--- src/hdl/ffa_pkg.sv ---
// ffa_pkg: shared types, codes and defaults for the first-fit free list allocator
// no dependencies; used by every file in hdl/

package ffa_pkg;

	localparam int TABLE_ENTRIES_DEF = 64;
	localparam int ADDR_W            = 32;
	localparam int CNT_W             = 7;

	localparam logic MODE_ALLOC   = 1'b0;
	localparam logic MODE_RELEASE = 1'b1;

	typedef enum logic [1:0] {
		ST_OK    = 2'd0,
		ST_NOFIT = 2'd1,
		ST_LOST  = 2'd2
	} status_t;

	typedef enum logic [2:0] {
		S_IDLE,
		S_CMP,
		S_FIND,
		S_DEC,
		S_UPD
	} state_t;

	// contents of one table cell
	typedef struct packed {
		logic              valid;
		logic [ADDR_W-1:0] start;
		logic [ADDR_W-1:0] len;
	} cell_data_t;

	// request values broadcast to all cells
	typedef struct packed {
		logic [ADDR_W-1:0] size;
		logic [ADDR_W-1:0] addr;
		logic [ADDR_W-1:0] addr_end;
	} cell_key_t;

	// per-cell compare results
	typedef struct packed {
		logic fit;
		logic gt;
		logic endm;
		logic stm;
	} cell_flags_t;

	// update command broadcast to all cells
	typedef struct packed {
		logic              load;
		logic              shl;
		logic              shr;
		logic [ADDR_W-1:0] start;
		logic [ADDR_W-1:0] len;
	} cell_cmd_t;

	// bookkeeping decided for the final step
	typedef struct packed {
		status_t status;
		logic    inc;
		logic    dec;
		logic    add;
		logic    sub;
		logic    drop;
	} upd_ctl_t;

endpackage

--- src/hdl/ffa_cell.sv ---
// ffa_cell: one entry of the free region table with its local compares
// depends on ffa_pkg

module ffa_cell (
	input  logic                clk,
	input  logic                arst_n,
	input  ffa_pkg::cell_key_t  key,
	input  ffa_pkg::cell_cmd_t  cmd,
	input  logic                tgt,
	input  logic                shl_sel,
	input  logic                shr_sel,
	input  ffa_pkg::cell_data_t left,
	input  ffa_pkg::cell_data_t right,
	output ffa_pkg::cell_data_t data,
	output ffa_pkg::cell_flags_t flags
);

	logic                      valid_q;
	logic [ffa_pkg::ADDR_W-1:0] start_q;
	logic [ffa_pkg::ADDR_W-1:0] len_q;
	logic [ffa_pkg::ADDR_W-1:0] end_w;

	always_ff @(posedge clk or negedge arst_n) begin
		if (!arst_n) begin
			valid_q <= 1'b0;
		end else if (cmd.load && tgt) begin
			valid_q <= 1'b1;
		end else if (cmd.shl && shl_sel) begin
			valid_q <= right.valid;
		end else if (cmd.shr && shr_sel) begin
			valid_q <= left.valid;
		end
	end

	always_ff @(posedge clk) begin
		if (cmd.load && tgt) begin
			start_q <= cmd.start;
			len_q   <= cmd.len;
		end else if (cmd.shl && shl_sel) begin
			start_q <= right.start;
			len_q   <= right.len;
		end else if (cmd.shr && shr_sel) begin
			start_q <= left.start;
			len_q   <= left.len;
		end
	end

	// end of region wraps at 32 bits
	assign end_w = start_q + len_q;

	always_comb begin
		data.valid = valid_q;
		data.start = start_q;
		data.len   = len_q;
		flags.fit  = valid_q && (len_q >= key.size);
		flags.gt   = valid_q && (start_q > key.addr);
		flags.endm = (end_w == key.addr);
		flags.stm  = (start_q == key.addr_end);
	end

endmodule

--- config.mk ---
export PLATFORM = sky130hd
export DESIGN_NAME = ffa_cell
export DESIGN_NICKNAME = d
export VERILOG_FILES = /design/src/hdl/ffa_pkg.sv /design/src/hdl/ffa_cell.sv
export SDC_FILE = /design/constraint.sdc
export NUM_CORES = 1
export LEC_CHECK = 0
export BUFFER_PORTS_ARGS = -buffer_cell sky130_fd_sc_hd__buf_4
export CORE_AREA = 2 2 142 144
export CTS_CLUSTER_DIAMETER = 150
export DETAILED_ROUTE_END_ITERATION = 16
export DIE_AREA = 0 0 144 146
export PLACE_DENSITY = 0.82
export REMOVE_ABC_BUFFERS = 1
export SLEW_MARGIN = 20
export SYNTH_ARGS = -nofsm -noshare
export SYNTH_HDL_FRONTEND = slang
export SYNTH_SLANG_ARGS = --single-unit
--- constraint.sdc ---
create_clock -name clk -period 4.4 [get_ports clk]
set_input_delay 0.44 -clock clk [delete_from_list [all_inputs] [get_ports clk]]
set_output_delay 0.44 -clock clk [all_outputs]
set_load 0.005 [all_outputs]
==> flow_metrics.py, run 1 <==
metrics = {
    "status": {
        "status": "finished, final reports clean",
    },
    "worst_setup_path": {
        "crit_path_start_kind": "register",
        "cp.arrival_ns": 3.83,
        "criticalPathCategory": "reg2out",
        "crit_path_end_kind": "output pin",
        "r2r-start": "valid_q",
        "cp-startpoint": "start_q[0]",
        "critical_path_required_ns": 3.96,
        "crit_fanout": 4,
    },
    "synthesis": {
        "synth_top_family_by_area": "compound AO/OA/AOI/OAI gates",
        "synth_edf_count": 64,
        "synth.area.mux_share": 0.0880,
        "yosysSeqAreaShare": 0.246,
        "yosysUniqueCellTypes": 70,
        "yosys.area_share.simple": 0.165,
        "synthArstFlopShare": 0.0154,
        "synth_flop_cell": "edfxtp_1",
        "synth_xor_area_frac": 0.0798,
        "syn_inst": 953,
        "synth_compound_area_frac": 0.211,
        "synth-seq-cells": 65,
        "synth_area_sq_mm": 0.00790,
        "syn_area_per_cell_sq_um": 8.29,
        "ys_warn_count": 0,
        "synth_fa_ha_area_frac": 0.153,
    },
    "global_routing": {
        "grt_usage": 0.313,
        "grt_max_degree": 129,
        "use_met1": 0.387,
        "grt_remaining_overflow": 0,
        "grt_pass1_vias": 8724,
        "antenna_found_initial": 1,
        "grt.busiest_layer": "met2",
        "grt_pass1_wl_um": 49600,
        "met3_usage": 0.0727,
        "globalRouteMet2Util": 0.528,
    },
    "finish": {
        "final_common_cell": "buf_4",
        "finalInstanceArea_sq_mm": 0.0112,
        "fill_cells": 1802,
        "ff_latch_area_sq_mm": 0.00195,
        "multi_input_area_sq_mm": 0.00555,
        "drive_gt1_frac": 0.312,
        "syn_to_final_growth_pct": 42.3,
        "final_nets": 1692,
        "mostFrequentLayoutCells": "buf_4, nand2_1, o21ai_0, ha_1, inv_1",
    },
    "cts": {
        "clkLatencyLatePin_ns": 0.35,
        "cts_buffer_depth": 2,
        "cts.sinks": 65,
        "clkTransAtPathRegs_ns": 0.07,
        "htreeDepth": 3,
        "cts_root_buf": "clkbuf_16",
        "cts_buffers": 9,
        "cts_tree": "done",
    },
    "flow_run": {
        "max_cap_viol_count": 0,
    },
    "placed_design": {
        "placedInstanceArea_sq_mm": 0.0109,
        "dpl.hpwl_um": 28200,
        "place_ws_ns": 0.431,
        "numPortBuffers": 366,
        "gp_congestion": 1.02,
    },
    "timing": {
        "worstMarginPinSlew_ns": 1.00,
        "setup_viol": 0,
        "timing.final.crit_share": 0.970,
        "min_period_ns": 4.27,
        "fin_skew_ns": 0,
        "drv_slew": 0,
        "clock.fmax_mhz": 234,
        "fin_ws_ns": 0.134,
        "finalHoldViolCount": 0,
        "rsz0062_at_grt": "false",
        "slew_headroom": 0.333,
    },
    "routing": {
        "drcViolationCount": 0,
        "drtIter0Drc": 615,
        "wl_per_cell_um": 21.5,
        "routed_via_density": 5.55,
        "drtAntennaViolNets": 0,
        "via_count": 8712,
        "drt_pre_antenna_iters": 7,
        "wl_um": 33700,
    },
    "worst_hold_path": {
        "min_from": "cmd[36]",
        "hp-class": "in2reg",
    },
    "floorplan": {
        "start_util": 0.409,
        "core_area_sq_mm": 0.0193,
        "die_w_um": 144,
        "die_y_um": 146,
        "dieArea_sq_mm": 0.0210,
        "ios": 367,
        "rows": 51,
    },
    "power_and_ir_drop": {
        "powerDensity_mw_per_mm2": 344,
        "leakagePower_nw": 5.52,
        "vdd_ir_drop_max_mv": 0.206,
        "totalPowerFinal_w": 0.00388,
    },
}
[where the power goes]
group	internal, W	switching, W
Combinational	0.000917	0.00121
Sequential	0.000798	0.000126
Clock	0.000497	0.000323
Total	0.00221	0.00166
[worst paths after layout]
path	to	slack [ns]	depth (start not counted)
setup / recovery	flags[1]	0.13	12
min in group asynchronous	valid_q	0.39	2
setup reg to reg	valid_q	3.47	4
hold / removal	start_q[4]	0.35	3
hold reg to reg	valid_q	0.79	4
max in group asynchronous	valid_q	3.92	2
[worst max-delay path: stages (launching register included)]
cell,delay [ns]
edfxtp_1,0.45
ha_1,0.24
fa_1,0.44
xor2_1,0.16
a211oi_1,0.22
o311ai_0,0.25
a311oi_1,0.33
nand4_1,0.15
a2111oi_2,0.36
nand4b_1,0.17
nor4_2,0.31
and4_1,0.26
buf_4,0.12
[flip-flops by register name (all words and copies together), names as in the netlist]
name and cells:
valid_q 1, len_q 32, start_q 32
[layout make-up]
class | instances | share of cell area
clock buffer | 9 | 0.0200
inverter | 73 | 0.0244
multi-input combinational | 775 | 0.494
antenna | 1 | 0.000222
clock inverter | 7 | 0.00823
timing repair buffer | 374 | 0.251
sequential | 65 | 0.173
tap | 265 | 0.0295
[metal layers]
| layer | part of all wire | routed length (um) | vias up |
|---|---|---|---|
| met5 | 0 | 0 | - |
| met4 | 0.030 | 1030 | 0 |
| met2 | 0.49 | 16600 | 401 |
| met3 | 0.077 | 2600 | 62 |
| li1 | - | - | 4196 |
| met1 | 0.40 | 13500 | 4053 |
[through the flow]
step | util | hold slack (ns) | TNS, ns | instances
final | 0.582 | 0.353 | 0 | 1569
after global routing | 0.582 | 0.363 | 0 | 1568
after CTS | 0.579 | 0.352 | 0 | 1567
after detailed placement | 0.563 | 0.219 | 0 | 1550
after global placement | 0.563 | 0.217 | 0 | 1550
after floorplan | - | 0.144 | -76.49 | 913
[kinds of logic (layout without fill, tap and decap cells)]
kind of cell / after synthesis / after routing
muxes: 69 / 69
xor gates and xnor gates: 72 / 72
and+or+nand+nor: 272 / 272
DFF: 65 / 65
other: 0 / 1
adders and majority gates: 96 / 96
buffers and inverters: 113 / 463
AOI/OAI and AO/OA: 266 / 266
[timing repair]
item / CTS / global route
setup endpoints to repair: 0 / 1
hold buffers: 1 / 0
hold endpoints to repair: 1 / 0
setup buffers: 0 / 0
resized for setup: 0 / 7
[Yosys cell counts, types with 23 or more instances]
master | number | area, sq um
o21ai_0 | 104 | 521
a21o_1 | 23 | 173
xor2_1 | 50 | 438
nor2_1 | 50 | 188
nand4_1 | 33 | 206
nand2_1 | 111 | 417
ha_1 | 95 | 1190
mux2i_1 | 68 | 681
edfxtp_1 | 64 | 1920
clkbuf_1 | 23 | 86.3
a21oi_1 | 51 | 255
inv_1 | 73 | 274
(Power assumes the default switching activity.)
==> inputs of run 2 (changes only) <==
==> constraint.sdc (replaced) <==
create_clock -name clk -period 4.4 [get_ports clk]
set_input_delay 0.88 -clock clk [delete_from_list [all_inputs] [get_ports clk]]
set_output_delay 0.88 -clock clk [all_outputs]
set_load 0.005 [all_outputs]
==> flow_metrics.py, run 2 (synthesis results as in run 1) <==
metrics = {
    "floorplan": {
        "die_y_um": 146,
        "core_area_sq_mm": 0.0193,
        "ios": 367,
        "start_util": 0.409,
        "dieArea_sq_mm": 0.0210,
        "die_w_um": 144,
        "rows": 51,
    },
    "routing": {
        "wl_per_cell_um": 21.2,
        "via_count": 9074,
        "drcViolationCount": 0,
        "wl_met2_um": 16500,
        "highest_layer": "met5",
        "met1Wirelength_um": 13600,
        "drtIter0Drc": 607,
        "wl_um": 34500,
        "drt_pre_antenna_iters": 5,
        "routed_via_density": 5.59,
        "drtAntennaViolNets": 0,
        "met3WireLength_um": 2890,
    },
    "worst_setup_path": {
        "crit_path_end_kind": "output pin",
        "critical_path_required_ns": 3.52,
        "criticalPathCategory": "reg2out",
        "cp_cell_sequence": "ha_2 > fa_2 > a211oi_4 > buf_4 > nor4_4 > nor2_4 > a21oi_2 > o21a_1 > mux2_4 > or4_4 > nor3_2 > and4_1 > buf_4",
        "max_stage_delay_ns": 0.53,
        "critPathMostFrequentCell": "buf_4",
        "critPathBufInv": 2,
        "crit_family": "simple AND/OR/NAND/NOR gates",
        "crit_fanout": 3,
        "critical-path-slowest-cell": "or4_4",
        "crit_path_start_kind": "register",
        "cp.arrival_ns": 3.49,
    },
    "finish": {
        "final_common_cell": "buf_4",
        "syn_to_final_growth_pct": 49.0,
        "stdcell_count": 1624,
        "fill_cells": 1721,
        "final_nets": 1748,
        "largestRegisters": "len_q x32, start_q x32, valid_q x1",
        "mostFrequentLayoutCells": "buf_4, nand2_1, o21ai_0, ha_1, inv_1",
        "drive_gt1_frac": 0.361,
        "insertedDiodeCount": 0,
    },
    "timing": {
        "drv_slew": 0,
        "worstMarginPinSlew_ns": 0.974,
        "setup_viol": 0,
        "rsz0062_at_grt": "true",
        "clock.fmax_mhz": 229,
        "finalHoldViolCount": 0,
        "timing.final.crit_share": 0.992,
        "slew_headroom": 0.350,
        "fin_skew_ns": 0,
        "min_period_ns": 4.37,
    },
    "worst_hold_path": {
        "hp-class": "in2async",
    },
    "cts": {
        "cts.sinks": 65,
        "htreeDepth": 3,
        "cts_tree": "done",
        "cts_buffers": 9,
        "cts_buffer_depth": 2,
        "cts_root_buf": "clkbuf_16",
        "clkLatencyLatePin_ns": 0.35,
        "clkTransAtPathRegs_ns": 0.07,
    },
    "global_routing": {
        "grt_max_degree": 115,
        "grt_usage": 0.322,
        "antenna_found_initial": 1,
        "grt_pass1_vias": 9141,
        "grt_pass1_wl_um": 51100,
        "grt_remaining_overflow": 0,
    },
    "status": {
        "status": "finished, final reports clean",
    },
    "power_and_ir_drop": {
        "leakagePower_nw": 5.78,
        "totalPowerFinal_w": 0.00408,
        "powerDensity_mw_per_mm2": 347,
        "vdd_ir_drop_max_mv": 0.183,
    },
    "placed_design": {
        "numPortBuffers": 366,
        "dpl.hpwl_um": 29100,
        "gp_congestion": 1.01,
        "dp.cells": 1596,
    },
    "flow_run": {
        "max_cap_viol_count": 0,
    },
}
[run 2: stage by stage]
| step | hold WS [ns] | util | worst slack (ns) | cell area [sq um] | setup TNS [ns] |
|---|---|---|---|---|---|
| global placement | 0.658 | 0.580 | 0.217 | 11200 | 0 |
| global route | 0.287 | 0.609 | -0.0760 | 11800 | -0.0760 |
| floorplan | 0.584 | - | -1.64 | 7730 | -104.66 |
| finish | 0.286 | 0.609 | 0.0345 | 11800 | 0 |
| CTS | 0.284 | 0.600 | 0.00393 | 11600 | 0 |
| detailed placement | 0.660 | 0.580 | 0.161 | 11200 | 0 |
[run 2: per-layer routing]
metal  vias to the layer above  global-route usage
met4                         2               0.142
met1                      4219               0.388
met3                        89              0.0800
li1                       4314                   -
met2                       450               0.541
met5                         -                   0
[run 2: power breakdown]
group / switching, W / leakage, nW / total (W) / internal (W)
Combinational: 0.00132 / 4.99 / 0.00240 / 0.00108
Sequential: 0.000107 / 0.645 / 0.000903 / 0.000796
Clock: 0.000322 / 0.141 / 0.000778 / 0.000456
[run 2: area by class of cell]
type	count	area, sq um	area share
Clock buffer	10	239	0.0203
Clock inverter	6	66.3	0.00563
Inverter	73	274	0.0233
Multi-Input combinational cell	775	5690	0.483
Sequential cell	65	1950	0.165
Tap cell	265	332	0.0282
Timing Repair Buffer	430	3230	0.274
[run 2: final timing paths]
path                       startpoint        end  slack, ns  cells past startpoint
hold reg to reg               valid_q    valid_q       0.80                      4
max in group asynchronous      arst_n    valid_q       4.03                      1
setup / recovery             len_q[0]   flags[1]       0.03                     13
setup reg to reg              valid_q    valid_q       3.48                      4
hold / removal                 arst_n    valid_q       0.29                      1
min in group clk              cmd[27]  len_q[27]       0.80                      3
[run 2: what timing repair did]
| action | 4_1_cts | 5_1_grt |
|---|---|---|
| setup buffers | 4 | 8 |
| hold buffers | 0 | 0 |
| pin swaps | 4 | 3 |
| resized for setup | 13 | 28 |
| endpoints found under the setup margin | 1 | 1 |
==> inputs of run 3 (changes only) <==
--- a/config.mk
+++ b/config.mk
@@ -11,6 +11,7 @@
 export DETAILED_ROUTE_END_ITERATION = 16
 export DIE_AREA = 0 0 144 146
 export PLACE_DENSITY = 0.82
+export RECOVER_POWER = 25
 export REMOVE_ABC_BUFFERS = 1
 export SLEW_MARGIN = 20
 export SYNTH_ARGS = -nofsm -noshare
==> flow_metrics.py, run 3 (synthesis results as in run 1) <==
metrics = {
    "status": {
        "status": "finished with violations",
        "violations": "max-capacitance violations, max-slew violations",
    },
    "cts": {
        "cts_buffer_depth": 2,
        "cts_root_buf": "clkbuf_16",
        "cts_tree": "done",
        "htreeDepth": 3,
        "clkLatencyLatePin_ns": 0.35,
        "clkTransAtPathRegs_ns": 0.07,
        "cts_buffers": 9,
        "cts.sinks": 65,
    },
    "worst_setup_path": {
        "rr_endpoint": "valid_q",
        "cp.arrival_ns": 3.48,
        "critPathMostFrequentCell": "buf_4",
        "cp_cell_sequence": "ha_2 > fa_2 > a211oi_4 > buf_4 > nor4_4 > nor2_4 > a21oi_2 > o21a_1 > mux2_4 > or4_4 > nor3_2 > and4_1 > buf_4",
        "cp-startpoint": "len_q[0]",
        "max_stage_delay_ns": 0.53,
        "crit_path_end_kind": "output pin",
        "critical_path_required_ns": 3.52,
        "crit_path_start_kind": "register",
        "r2r-start": "valid_q",
        "crit_fanout": 3,
        "critical-path-slowest-cell": "or4_4",
        "ff2ff_path_depth": 4,
        "r2r_slack_ns": 3.49,
        "criticalPathCategory": "reg2out",
    },
    "timing": {
        "timing.final.crit_share": 0.992,
        "setup_tns_ns": 0,
        "setup_viol": 0,
        "rsz0062_at_grt": "true",
        "drv_slew": 34,
        "fin_skew_ns": 0,
        "fin_ws_ns": 0.0360,
        "worstMarginPinSlew_ns": 1.74,
        "slew_headroom": -0.161,
        "finalHoldViolCount": 0,
        "clock.fmax_mhz": 229,
        "min_period_ns": 4.36,
        "holdWs_ns": 0.306,
    },
    "floorplan": {
        "die_y_um": 146,
        "ios": 367,
        "die_w_um": 144,
        "dieArea_sq_mm": 0.0210,
        "core_area_sq_mm": 0.0193,
        "rows": 51,
        "start_util": 0.409,
    },
    "finish": {
        "drive_gt1_frac": 0.359,
        "insertedDiodeCount": 0,
        "final_core_util": 0.608,
        "final_nets": 1748,
        "mostFrequentLayoutCells": "buf_4, nand2_1, o21ai_0, ha_1, inv_1",
        "syn_to_final_growth_pct": 48.7,
        "final_common_cell": "buf_4",
        "largestRegisters": "len_q x32, start_q x32, valid_q x1",
    },
    "placed_design": {
        "numPortBuffers": 366,
        "gp_congestion": 1.01,
        "dpl.hpwl_um": 29100,
        "place_ws_ns": 0.161,
    },
    "power_and_ir_drop": {
        "power.internal_w": 0.00233,
        "pwr-share-comb": 0.588,
        "leakagePower_nw": 5.77,
        "p_switching_w": 0.00174,
        "sw_frac_of_total": 0.428,
        "seq_power_share": 0.222,
        "clock_power_share": 0.191,
        "powerDensity_mw_per_mm2": 347,
        "vdd_ir_drop_max_mv": 0.183,
    },
    "routing": {
        "drtAntennaViolNets": 0,
        "via_count": 9056,
        "drcViolationCount": 0,
        "drtIter0Drc": 657,
        "routed_via_density": 5.58,
        "drt_pre_antenna_iters": 5,
        "wl_um": 34400,
        "wl_per_cell_um": 21.2,
    },
    "global_routing": {
        "grt_pass1_vias": 9141,
        "antenna_found_initial": 1,
        "grt_remaining_overflow": 0,
        "grt_max_degree": 115,
        "grt_pass1_wl_um": 51100,
        "grt_usage": 0.322,
    },
    "flow_run": {
        "max_cap_viol_count": 1,
    },
    "worst_hold_path": {
        "hp-class": "in2async",
    },
}
run 3: cell types whose count changed in the layout (fill, tap and decap cells not counted):
| cell | change |
|---|---|
| nand3_4 | -1 |
| clkbuf_4 | +2 |
| nand2_4 | -1 |
| nand2_1 | +1 |
| buf_4 | -2 |
| nand3_1 | +1 |
run 3: critical path: cells and delay by family (launching register included):
family          cells  cell delay, ns
simple gates        5            0.97
flops               1            0.41
mux                 1            0.30
buf+inv             2            0.29
fa+ha+maj           2            0.61
compound gates      3            0.54
run 3: worst max-delay path by stage:
| stage | cells past startpoint | endpoint | slack, ns |
|---|---|---|---|
| CTS | 11 | flags[1] | 0.004 |
| floorplan | 2 | len_q[0] | -1.64 |
| finish | 13 | flags[1] | 0.04 |
| global placement | 12 | flags[1] | 0.22 |
| global route | 13 | flags[1] | -0.08 |
| detailed placement | 12 | flags[1] | 0.16 |
run 3: area by class of cell:
class | instances | area (sq um)
fillers | 1723 | 7580
multi-input cells | 775 | 5670
repair buffers | 430 | 3230
flip-flops and latches | 65 | 1950
well taps | 265 | 332
inverters | 73 | 274
clock buffers | 10 | 239
clock inverters | 6 | 66.3
run 3: power by group through the flow:
stage | registers (W) | logic, W | clock network, W
2_1_floorplan | 0.000901 | 0.00121 | 0
3_3_place_gp | 0.000909 | 0.00223 | 0
3_5_place_dp | 0.000916 | 0.00222 | 0
4_1_cts | 0.000900 | 0.00228 | 0.000779
5_1_grt | 0.000916 | 0.00258 | 0.000801
6_report | 0.000904 | 0.00240 | 0.000778
run 3: stage by stage:
stage          std cells  instance area (sq um)  power, W
3_5_place_dp        1596                  11200   0.00314
2_1_floorplan        913                   7730   0.00211
6_report            1624                  11800   0.00408
3_3_place_gp        1596                  11200   0.00314
4_1_cts             1616                  11600   0.00396
5_1_grt             1624                  11800   0.00430
run 3: per-layer routing:
layer	wire (um)	up-vias	track usage	part of all wire
met1	13600	4192	0.388	0.40
li1	-	4311	-	-
met4	1430	2	0.142	0.041
met2	16600	464	0.541	0.48
met3	2810	87	0.0800	0.082
met5	13	-	0	0.00038
run 3: repair_timing:
item                       CTS  global route
setup buffers                4             8
resized for setup           13            28
pin swaps                    4             3
hold buffers                 0             0
setup endpoints to repair    1             1
